## config.mk

```make
export PLATFORM = sky130hd
export DESIGN_NAME = etf_queue
export DESIGN_NICKNAME = d
export VERILOG_FILES = /design/src/rtl/core/etf_pkg.sv /design/src/rtl/core/etf_queue.sv
export SDC_FILE = /design/constraint.sdc
export NUM_CORES = 1
export LEC_CHECK = 0
export BUFFER_PORTS_ARGS = -buffer_cell sky130_fd_sc_hd__buf_4
export CORE_ASPECT_RATIO = 0.7
export CORE_UTILIZATION = 34
export CTS_BUF_LIST = sky130_fd_sc_hd__clkbuf_16
export DETAILED_ROUTE_END_ITERATION = 8
export SLEW_MARGIN = 40
export SYNTH_ARGS = -nofsm -noshare
export SYNTH_HDL_FRONTEND = slang
export SYNTH_SLANG_ARGS = --single-unit
export TNS_END_PERCENT = 20
```

## constraint.sdc

```tcl
create_clock -name clock -period 5.23 [get_ports clock]
set_clock_uncertainty 0.05 [all_clocks]
set_input_delay 1.569 -clock clock [delete_from_list [all_inputs] [get_ports clock]]
set_output_delay 1.569 -clock clock [all_outputs]
set_load 0.02 [all_outputs]
```

## src/rtl/core/etf_pkg.sv

```systemverilog
package etf_pkg;

   localparam int C_W           = 32;
   localparam int LIMIT_W       = 16;
   localparam int COUNT_OUT_W   = 16;
   localparam int MAG_W         = 36;
   localparam int REQ_DATA_W    = 2 * C_W;
   localparam int RSP_DATA_W    = 56;
   localparam int RSP_USER_W    = 2;

   localparam int FRAC_BITS_DEF  = 28;
   localparam int COUNT_BITS_DEF = 16;

   localparam logic [LIMIT_W-1:0] LIMIT_RESET = 16'd256;

   localparam int QUEUE_DEPTH = 2;

   // point plus the classifier verdict, as it sits in the queue
   typedef struct packed {
      logic signed [C_W-1:0] c_imag;
      logic signed [C_W-1:0] c_real;
      logic                  bulb_hit;
   } item_type;

   typedef struct packed {
      logic [MAG_W-1:0]       magnitude_sq;
      logic                   escaped;
      logic                   bulb_hit;
      logic [COUNT_OUT_W-1:0] count;
   } result_type;

   typedef enum logic {
      ITER_IDLE,
      ITER_RUN
   } iter_state_type;

   // width of z and of the offset values: holds |z| < 4 + |c| with sign
   function automatic int ext_width(input int frac);
      return ((frac + 3 > C_W) ? frac + 3 : C_W) + 1;
   endfunction

endpackage

```

## src/rtl/core/etf_queue.sv

```systemverilog
module etf_queue (
   input  logic              clock,
   input  logic              reset,
   input  logic              in_valid,
   output logic              in_ready,
   input  etf_pkg::item_type in_data,
   output logic              out_valid,
   input  logic              out_ready,
   output etf_pkg::item_type out_data
);
   import etf_pkg::*;

   localparam int PTR_W = $clog2(QUEUE_DEPTH);

   item_type           mem_ff [QUEUE_DEPTH];
   logic [PTR_W-1:0]   wr_ptr_ff, wr_ptr_in;
   logic [PTR_W-1:0]   rd_ptr_ff, rd_ptr_in;
   logic [PTR_W:0]     fill_ff, fill_in;
   logic               push, pop;

   assign in_ready  = fill_ff < (PTR_W + 1)'(QUEUE_DEPTH);
   assign out_valid = fill_ff != '0;
   assign out_data  = mem_ff[rd_ptr_ff];
   assign push      = in_valid && in_ready;
   assign pop       = out_valid && out_ready;

   always_comb begin
      wr_ptr_in = wr_ptr_ff;
      rd_ptr_in = rd_ptr_ff;
      if (push) begin
         wr_ptr_in = (wr_ptr_ff == PTR_W'(QUEUE_DEPTH - 1)) ? '0 : wr_ptr_ff + 1'b1;
      end
      if (pop) begin
         rd_ptr_in = (rd_ptr_ff == PTR_W'(QUEUE_DEPTH - 1)) ? '0 : rd_ptr_ff + 1'b1;
      end
      case ({push, pop})
         2'b10:   fill_in = fill_ff + 1'b1;
         2'b01:   fill_in = fill_ff - 1'b1;
         default: fill_in = fill_ff;
      endcase
   end

   always_ff @(posedge clock) begin
      if (reset) begin
         wr_ptr_ff <= '0;
         rd_ptr_ff <= '0;
         fill_ff   <= '0;
      end else begin
         wr_ptr_ff <= wr_ptr_in;
         rd_ptr_ff <= rd_ptr_in;
         fill_ff   <= fill_in;
      end
   end

   always_ff @(posedge clock) begin
      if (push) begin
         mem_ff[wr_ptr_ff] <= in_data;
      end
   end

endmodule

```

==> summary.txt, run 1 <==
Status
  – Outcome: finished clean

Logic synthesis
  – Synthesized area: just under 0.005 mm2
  – Largest family of logic cells by synthesized area: multiplexers
  – Mux cell area share after synthesis: between 10 and 15%
  – Post-Synthesis Cells: ~230
  – Synth Area in Adders: 0.256%
  – Syn_nets: around 300
  – Compound-gate portion of the synthesized area: 0.358%
  – Post-Synth XOR/XNOR Area: less than 1%
  – Sequential share of the synthesized area: between 80 and 90%
  – Avg Inst Size Synth: between 20 and 25 um2
  – Syn. warnings: 0
  – Unique masters post-synth: 17
  – Post-synthesis simple-gate area fraction: less than 1%
  – Synth Register Bits: roughly 140

Routing
  – ANT nets after route: 0
  – Avg WL per Cell: roughly 16 um
  – DRC viols: 0
  – Via/cell ratio: ~4.4
  – Final wirelength: between 9 and 10 mm
  – Via Count: about 2.6k
  – DRT iter0 DRCs: 105
  – Router iterations before antenna repair: 4

Global routing
  – All-Layer GR Usage: between 10 and 15%
  – Remaining Overflow, GRT: 0
  – Initial antenna violation count: 0
  – Vias in the first global route: 2745
  – Global-route wire length before repair: between 10 and 15 mm
  – Largest net degree at the start of global routing: 38

Critical path
  – CP cell instances: buf_12 -> mux2_2 -> buf_4
  – Reg2Reg Capture Point: mem_ff[0][20]$_DFFE_PP_
  – CP Capture Type: output port
  – Reg2Reg Depth: 3
  – R2r setup slk: 3380 ps
  – Kind of critical path: reg2out
  – CP bufs+invs: 2
  – Crit-path leading delay family: flip-flops
  – Slowest stage cell, crit path: dfxtp_4
  – CP Launch Type: flip-flop
  – Crit path max fanout: 37
  – R2R Path Start: fill_ff[1]$_SDFFE_PP0P_
  – Crit-path max cell delay: 610 ps
  – Data required time at the worst endpoint: ~3600 ps
  – Crit path DAT: around 1900 ps

Placement
  – Placer Congestion: approximately 0.67
  – DP HPWL: 5.87 mm
  – IO buf count: approximately 140

CTS
  – CTS H-tree lvls: 4
  – # Post-CTS Setup Buffers: 0
  – CTS Buf Count: 17
  – Clock Tree Buf Depth: 2
  – Worst skew pair latency: approximately 400 ps
  – Post-cts gate resize count: 0
  – Hold-fix buffers at CTS: 0
  – Clock Sinks: between 100 and 150
  – Root Buffer: clkbuf_16
  – Clock slew at reported path FFs: 60 ps
  – CTS tree: yes

Min path
  – Hold Crit Class: reg2reg
  – Hold Crit Start: rd_ptr_ff$_SDFFE_PP0P_
  – WHS Path Cells: 2

Finish
  – Final nets: 447
  – Fraction of layout cells with a size suffix above 1: 60.8%
  – Area grow syn2layout: 38.4%
  – Filler cells: ~1.2k
  – # diodes: 0

Power
  – PwrDens: between 500 and 600 mW/mm2
  – VDD IR max: between 200 and 250 uV
  – Leak: 2.51 nW
  – Total power: ~3.8 mW

Floorplanning
  – Site Rows: 36
  – Initial Util: between 30% and 40%
  – Die outline width: ~150 um
  – Core area: about 0.014 mm2
  – I/O Pins: 136
  – Die Span Y: approximately 100 um
  – Die area: ~0.015 mm2

STA
  – Highest clock rate: between 0.2 and 0.3 GHz
  – Rel. slew slack: approximately two thirds
  – Setup violators final: 0
  – Worst-Margin Slew: roughly 520 ps
  – Max Slew Vio Count: 0
  – Fin. Hold Viols: 0
  – Setup TNS Final: 0 ps
  – Final period utilization: approximately 67%
  – Unrepaired setup endpoints after global routing: no
  – Minimum clock period: approximately 3500 ps

Job
  – Max-Cap Viols: 0
## stage by stage
step | util [%] | hold WS (ps) | setup WS, ps | area [um2] | cells
floorplan | - | 431 | 302 | 4900 | 225
global placement | 43.9 | 449 | 1850 | 6130 | 545
detailed placement | 44.3 | 452 | 2100 | 6190 | 548
CTS | 48.5 | 466 | 1690 | 6780 | 580
global route | 48.5 | 511 | 1640 | 6780 | 580
finish | 48.5 | 465 | 1750 | 6780 | 580
## layout by cell type (no fill, tap or decap), drive strengths merged, types with 2 or more instances in the layout
| cell | count |
|---|---|
| inv | 3 |
| xnor2 | 2 |
| nor2 | 5 |
| edfxtp | 130 |
| clkbuf | 17 |
| mux2 | 65 |
| bufinv | 3 |
| xor2 | 2 |
| clkinv | 7 |
| buf | 140 |
| clkinvlp | 3 |
| dfxtp | 5 |
## power breakdown
group / switching (mW) / internal [mW] / leakage, nW
clock: 0.438 / 0.742 / 0.286
sequential: 0.0804 / 1.42 / 1.26
combinational: 0.581 / 0.515 / 0.970
## sequential cells by signal, summed over array words and instances, names as in the netlist, named ones only
name,flops
mem_ff,130
fill_ff,2
rd_ptr_ff,1
wr_ptr_ff,1
## synthesized netlist by cell type (all sizes together)
master / number / area [um2]
or3: 1 / 6.26
edfxtp: 130 / 3900
dfxtp: 5 / 100
and3: 1 / 6.26
nand2b: 1 / 6.26
inv: 1 / 3.75
xnor2: 2 / 17.5
ha: 1 / 12.5
or2: 1 / 6.26
o21ai: 1 / 5.00
nor2: 5 / 18.8
buf: 7 / 47.6
mux2: 65 / 732
o21a: 1 / 7.51
a21oi: 1 / 5.00
xor2: 2 / 17.5
## worst max-delay path by stage
stage / slack [ps] / startpoint / to / cells after the start
global route: 1640 / flip-flop / out_data[33] / 3
finish: 1750 / flip-flop / out_data[15] / 3
global placement: 1850 / in_valid / mem_ff[0][22]$_DFFE_PP_ / 4
floorplan: 300 / in_valid / mem_ff[0][0]$_DFFE_PP_ / 2
CTS: 1690 / flip-flop / out_data[32] / 3
detailed placement: 2100 / in_valid / mem_ff[0][21]$_DFFE_PP_ / 4
## kinds of logic after synthesis
family / after synthesis
AOI/OAI and AO/OA: 3
xor gates and xnor gates: 4
adders and majority gates: 1
buffers and inverters: 8
DFF: 135
muxes: 65
and+or+nand+nor: 9
## metal layers
layer / track usage (%) / up-vias / part of all wire (%)
li1: - / 1184 / -
met1: 14.8 / 1268 / 43
met2: 19.9 / 91 / 46
met3: 7.90 / 8 / 9.3
met4: 4.37 / 0 / 0.84
met5: 0 / - / 0
## worst min-delay path, delay by kind of cell, from the launching register on
family	cells	cell delay, ps
simple gates	1	70
flops	1	320
xor+xnor	1	90
## layout make-up
cell class,count,area [um2],area share (%)
Clock buffer,17,425,6.28
Inverter,1,3.75,0.0554
Tap cell,190,238,3.51
Multi-Input combinational cell,82,853,12.6
Sequential cell,135,4010,59.2
Clock inverter,15,164,2.42
Timing Repair Buffer,140,1080,16.0
Note: power is estimated with default switching activity, not from simulation.
==> run 2, diff against run 1 <==
==> constraint.sdc (replaced) <==
create_clock -name clock -period 3.5 [get_ports clock]
set_clock_uncertainty 0.05 [all_clocks]
set_input_delay 1.05 -clock clock [delete_from_list [all_inputs] [get_ports clock]]
set_output_delay 1.05 -clock clock [all_outputs]
set_load 0.02 [all_outputs]
==> run 2 against run 1 <==
  * Wire length shrank 2.7%
  * Sequential power grew 46%
  * Sequential cell count is the same
  * Clock-buffer cell count is the same
  * Critical path depth is the same
  * Global-route usage shrank 0.16 points
  * Worst hold slack gained 8.5 ps
  * Sequential share of layout area grew 0.12 points
  * Die area is the same
  * Non-clock buffer count grew 1
  * Critical path type unchanged
  * Largest cell class unchanged
==> summary.txt, run 2 (synthesis gave the netlist of run 1 again) <==
Status
  – Outcome: finished clean

STA
  – Max Slew Vio Count: 0 (unchanged)
  – Setup violators final: 0 (unchanged)
  – Fin. Hold Viols: 0 (unchanged)
  – Final period utilization: 82.1%
  – Rel. slew slack: 63.7% (-1.4 points)
  – Worst-Margin Slew: 545 ps (+21.6 ps)
  – Setup TNS Final: 0 ps (unchanged)
  – Minimum clock period: 2870 ps
  – Unrepaired setup endpoints after global routing: no
  – Highest clock rate: around 0.35 GHz

CTS
  – CTS Buf Count: 17 (unchanged)
  – Clock slew at reported path FFs: 60 ps (about the same)
  – Clock Sinks: 135 (unchanged)
  – Post-cts gate resize count: 0 (unchanged)
  – CTS tree: yes
  – # Post-CTS Setup Buffers: 0 (unchanged)
  – Root Buffer: clkbuf_16
  – Clock Tree Buf Depth: 2 (unchanged)
  – Hold-fix buffers at CTS: 0 (unchanged)
  – CTS H-tree lvls: 4 (unchanged)
  – Worst skew pair latency: 400 ps (about the same)

Finish
  – Commonest non-fill, non-tap cell in the layout: buf_4
  – Fraction of layout cells with a size suffix above 1: 61.4% (+0.61 points)
  – Final nets: 448 (+0.22%)
  – Filler cells: 1222 (+1.2%)
  – Number of flip-flops in the largest register: 130 (unchanged)
  – Largest regs: mem_ff: 130 flops, fill_ff: 2 flops
  – # diodes: 0 (unchanged)
  – Largest Register: mem_ff
  – Most frequent cells in the layout: 141 x buf_4, 130 x edfxtp_1, 65 x mux2_2
  – Area grow syn2layout: 38.0%

Min path
  – WHS Path Cells: 2 (unchanged)
  – Hold Crit Class: reg2reg

Floorplanning
  – Core area: 0.0140 mm2 (unchanged)
  – Die Span Y: 102 um (unchanged)
  – Die area: 0.0149 mm2 (unchanged)
  – I/O Pins: 136 (unchanged)
  – Initial Util: 35.1% (unchanged)
  – Site Rows: 36 (unchanged)
  – Die outline width: 145 um (unchanged)

Routing
  – Final wirelength: 9.01 mm (-2.7%)
  – Router iterations before antenna repair: 4 (unchanged)
  – Via/cell ratio: 4.40 (about the same)
  – DRT iter0 DRCs: 103 (-1.9%)
  – Avg WL per Cell: 15.5 um (-2.9%)
  – Via Count: 2557 (+0.24%)
  – DRC viols: 0 (unchanged)
  – ANT nets after route: 0 (unchanged)

Critical path
  – Crit-path leading delay family: buffers and inverters
  – CP Launch Type: flip-flop
  – Slowest stage cell, crit path: buf_4
  – Number of stages on the worst setup path: 3 (unchanged)
  – Kind of critical path: reg2out
  – CP Capture Type: output port
  – Crit path top cell by count: buf_4
  – Crit path DAT: 1770 ps (-90 ps)
  – Crit path max fanout: 38 (+2.7%)
  – Crit-path max cell delay: 440 ps (-170 ps)
  – Reg2Reg Depth: 3 (unchanged)
  – CP cell instances: buf_4 -> mux2_2 -> buf_4
  – Data required time at the worst endpoint: 2400 ps (-1210 ps)
  – CP bufs+invs: 2 (unchanged)
  – R2r setup slk: 1960 ps (-1420 ps)

Global routing
  – Remaining Overflow, GRT: 0 (unchanged)
  – Initial antenna violation count: 0 (unchanged)
  – Global-route wire length before repair: 14.0 mm (-0.49%)
  – Largest net degree at the start of global routing: 39 (+2.6%)
  – Vias in the first global route: 2761 (+0.58%)
  – All-Layer GR Usage: 12.7% (-0.16 points)

Job
  – Max-Cap Viols: 0 (unchanged)

Placement
  – Placer Congestion: 0.722 (+8.4%)
  – DP HPWL: 5.82 mm (-0.89%)
  – IO buf count: 135 (unchanged)

Power
  – Total power: 5.64 mW (+49%)
  – Leak: 2.51 nW (about the same)
  – PwrDens: 834 mW/mm2 (+50%)
  – VDD IR max: 396 uV (+87%)
==> run 2: power by group <==
| group | internal [mW] | leakage, nW | switching, mW | total [mW] |
|---|---|---|---|---|
| clock | 1.12 | 0.289 | 0.662 | 1.79 |
| sequential | 2.12 | 1.26 | 0.0701 | 2.19 |
| combinational | 0.750 | 0.968 | 0.914 | 1.66 |
==> run 2: layout make-up <==
class / count / area (um2) / share of cell area [%]
flip-flops and latches: 135 / 4010 / 59.3
clock buffers: 17 / 425 / 6.30
multi-input cells: 82 / 850 / 12.6
inverters: 1 / 3.75 / 0.0555
repair buffers: 141 / 1060 / 15.7
well taps: 190 / 238 / 3.52
clock inverters: 15 / 178 / 2.63
==> run 2: layer usage <==
metal | vias up | track usage, % | part of all wire (%)
met4 | 0 | 6.07 | 1.1
li1 | 1192 | - | -
met1 | 1253 | 14.6 | 43
met2 | 102 | 19.5 | 45
met5 | - | 0 | 0
met3 | 10 | 7.10 | 11
==> run 2: path summary, 6_finish.rpt <==
path	startpoint	endpoint
worst max-delay path	flip-flop	out_data[2]
worst min-delay path	fill_ff[1]$_SDFFE_PP0P_	fill_ff[1]$_SDFFE_PP0P_
worst min register to register	fill_ff[1]$_SDFFE_PP0P_	fill_ff[1]$_SDFFE_PP0P_
worst max register to register	fill_ff[1]$_SDFFE_PP0P_	mem_ff[0][2]$_DFFE_PP_
==> run 2: tightest hold or removal path, delay by kind of cell (launching register included) <==
| kind | cells | cell delay [ps] |
|---|---|---|
| DFF | 1 | 340 |
| AOI/OAI and AO/OA | 2 | 140 |
==> run 2: through the flow <==
stage / setup WS [ps] / utilization (%) / cell area [um2] / std cells / hold slack [ps]
global placement: 1060 / 44.1 / 6150 / 549 / 450
detailed placement: 1030 / 44.1 / 6150 / 549 / 460
global route: 523 / 48.4 / 6760 / 581 / 511
CTS: 579 / 48.4 / 6760 / 581 / 476
floorplan: 178 / - / 4900 / 225 / 431
finish: 626 / 48.4 / 6760 / 581 / 473
==> run 3, diff against run 2 <==
==> constraint.sdc (replaced) <==
create_clock -name clock -period 2.4 [get_ports clock]
set_clock_uncertainty 0.05 [all_clocks]
set_input_delay 0.72 -clock clock [delete_from_list [all_inputs] [get_ports clock]]
set_output_delay 0.72 -clock clock [all_outputs]
set_load 0.02 [all_outputs]
==> run 3 against run 2 <==
  * Worst setup slack lost 560 ps
  * Non-clock buffer count grew 1
  * Sequential power grew 47%
  * Utilization grew 0.23 points
  * Worst hold slack lost 30 ps
  * First-iteration DRC count shrank 24%
  * Final cell count grew 0.17%
  * Combinational power grew 56%
  * Sequential cell count is the same
  * Register-to-register slack lost 1100 ps
==> summary.txt, run 3 (synthesis gave the netlist of run 1 again) <==
Status
  – Outcome: finished clean

Power
  – Part of the power in registers: 39.7% (+0.9 points)
  – VDD IR max: 559 uV (+41%)
  – Clock group share of total power: 28.3% (-3.4 points)
  – Switching pwr: 2.46 mW (+50%)
  – Switching Fraction: 30.5% (+1.3 points)
  – PwrDens: 1190 mW/mm2 (+43%)
  – Int Power: 5.62 mW (+41%)
  – Total power: 8.08 mW (+43%)
  – Leak: 2.52 nW (about the same)
  – Comb pwr share: 32.0% (+2.5 points)

Routing
  – ANT nets after route: 0 (unchanged)
  – Avg WL per Cell: 16.4 um (+6.0%)
  – DRC viols: 0 (unchanged)
  – DRT iter0 DRCs: 78 (-24%)
  – Final wirelength: 9.57 mm (+6.2%)
  – Via Count: 2551 (-0.23%)
  – Via/cell ratio: 4.38 (-0.41%)
  – Router iterations before antenna repair: 4 (unchanged)

Critical path
  – Crit path max fanout: 16 (-58%)
  – Crit path DAT: 1570 ps (-200 ps)
  – Crit-path max cell delay: 420 ps (-20 ps)
  – Data required time at the worst endpoint: 1630 ps (-770 ps)
  – R2r setup slk: 860 ps (-1100 ps)
  – Slowest stage cell, crit path: dfxtp_4
  – CP cell instances: clkbuf_16 -> mux2_2 -> buf_4
  – CP Launch Type: flip-flop
  – CP Capture Type: output port
  – Kind of critical path: reg2out
  – Reg2Reg Capture Point: fill_ff[1]$_SDFFE_PP0P_
  – R2R Path Start: fill_ff[1]$_SDFFE_PP0P_
  – Reg2Reg Depth: 4 (+1)

Finish
  – Filler cells: 1219 (-0.25%)
  – Area occupied by multi-input gates: 857 um2 (+0.88%)
  – Largest Register: mem_ff
  – Number of flip-flops in the largest register: 130 (unchanged)
  – Most frequent cells in the layout: 136 x buf_4, 130 x edfxtp_1, 63 x mux2_2
  – Fraction of layout cells with a size suffix above 1: 61.5% (+0.099 points)
  – Largest regs: mem_ff: 130 flops, fill_ff: 2 flops
  – Final non-filler cell total: 582 (+0.17%)
  – Commonest non-fill, non-tap cell in the layout: buf_4
  – Area grow syn2layout: 38.7%
  – Final nets: 449 (+0.22%)
  – # diodes: 0 (unchanged)
  – Register Area: 0.00401 mm2 (about the same)

STA
  – Final period utilization: a little over nine tenths
  – Fin. Hold Viols: 0 (unchanged)
  – Setup violators final: 0 (unchanged)
  – Max Slew Vio Count: 0 (unchanged)
  – Rel. slew slack: 72.4% (+8.7 points)
  – Worst-Margin Slew: 414 ps (-131 ps)
  – Unrepaired setup endpoints after global routing: yes
  – Highest clock rate: around 0.43 GHz
  – Minimum clock period: 2340 ps

Min path
  – Hold Crit Class: in2reg
  – WHS Path Cells: 1 (-1)
  – Hold Crit Start: in_data[30]
  – Hold endpoint: mem_ff[0][30]$_DFFE_PP_

CTS
  – # Post-CTS Setup Buffers: 0 (unchanged)
  – Clock Tree Buf Depth: 2 (unchanged)
  – CTS tree: yes
  – Clock slew at reported path FFs: 60 ps (about the same)
  – CTS H-tree lvls: 4 (unchanged)
  – Root Buffer: clkbuf_16
  – Worst skew pair latency: 400 ps (about the same)
  – Hold-fix buffers at CTS: 0 (unchanged)
  – CTS Buf Count: 17 (unchanged)
  – Clock Sinks: 135 (unchanged)

Floorplanning
  – Die Span Y: 102 um (unchanged)
  – Initial Util: 35.1% (unchanged)
  – Site Rows: 36 (unchanged)
  – Die outline width: 145 um (unchanged)
  – Core area: 0.0140 mm2 (unchanged)
  – I/O Pins: 136 (unchanged)
  – Die area: 0.0149 mm2 (unchanged)

Global routing
  – Remaining Overflow, GRT: 0 (unchanged)
  – Initial antenna violation count: 0 (unchanged)
  – Largest net degree at the start of global routing: 66 (+69%)
  – Global-route wire length before repair: 13.8 mm (-1.2%)
  – Vias in the first global route: 2636 (-4.5%)
  – All-Layer GR Usage: 12.6% (-0.069 points)

Placement
  – Dpl cells: 547 (-0.36%)
  – Placer Congestion: 0.723 (+0.17%)
  – IO buf count: 135 (unchanged)

Job
  – Max-Cap Viols: 0 (unchanged)
==> run 3: changes by cell type in the layout (fill, tap and decap cells not counted), moves of 2 or more <==
cell	before	now
buf_12	0	2
buf_4	141	136
bufinv_16	3	0
clkbuf_16	17	19
clkinv_2	1	3
mux2_2	65	63
mux2_4	0	2
==> run 3: through the flow <==
| step | util [%] | area [um2] | worst slack, ps | setup TNS (ps) | hold WS, ps |
|---|---|---|---|---|---|
| finish | 48.6 | 6790 | 64.2 | 0 | 443 |
| global route | 48.6 | 6790 | -6.35 | -16.8 | 416 |
| CTS | 48.1 | 6720 | -65.5 | -2350 | 423 |
| detailed placement | 44.2 | 6180 | 376 | 0 | 468 |
| global placement | 44.2 | 6180 | 383 | 0 | 450 |
| floorplan | - | 4900 | -381 | -24780 | 431 |
==> run 3: how the worst max path moves through the flow <==
stage          startpoint                      to  slack [ps]  cells past startpoint
4_1_cts         flip-flop            out_data[55]         -70                      3
5_1_grt         flip-flop            out_data[17]          -6                      3
3_3_place_gp    flip-flop            out_data[55]         380                      3
6_report        flip-flop            out_data[17]          60                      3
2_1_floorplan    in_valid  mem_ff[1][0]$_DFFE_PP_        -380                      1
3_5_place_dp    flip-flop            out_data[55]         380                      3
==> run 3: per-layer routing <==
| metal | track usage [%] | wire (um) | up-vias |
|---|---|---|---|
| li1 | - | - | 1199 |
| met1 | 16.4 | 4560 | 1231 |
| met2 | 18.0 | 4070 | 110 |
| met3 | 6.25 | 811 | 11 |
| met4 | 5.34 | 133 | 0 |
| met5 | 0 | 0 | - |
==> run 3: repair_timing <==
item | in CTS | in global routing
gates resized for setup | 2 | 3
cloned | 0 | 3
endpoints found under the setup margin | 65 | 65
==> run 3: worst max-delay path: cells and delay by family (launching register included) <==
kind / cells / cell delay [ps]
buf+inv: 2 / 390
mux: 1 / 350
flops: 1 / 420
==> run 3: area by class of cell <==
type / count / area share, %
Timing Repair Buffer: 142 / 17.0
Inverter: 1 / 0.0553
Multi-Input combinational cell: 82 / 12.6
Sequential cell: 135 / 59.0
Clock inverter: 15 / 1.55
Tap cell: 190 / 3.50
Clock buffer: 17 / 6.26
==> run 3: power groups by stage <==
stage                     combinational, mW  clock [mW]  sequential (mW)
final                                  2.59        2.28             3.21
after global routing                   2.76        2.45             3.25
after CTS                              2.51        2.35             3.20
after detailed placement               2.48           0             3.24
after global placement                 2.48           0             3.23
after floorplan                        1.50           0             3.22
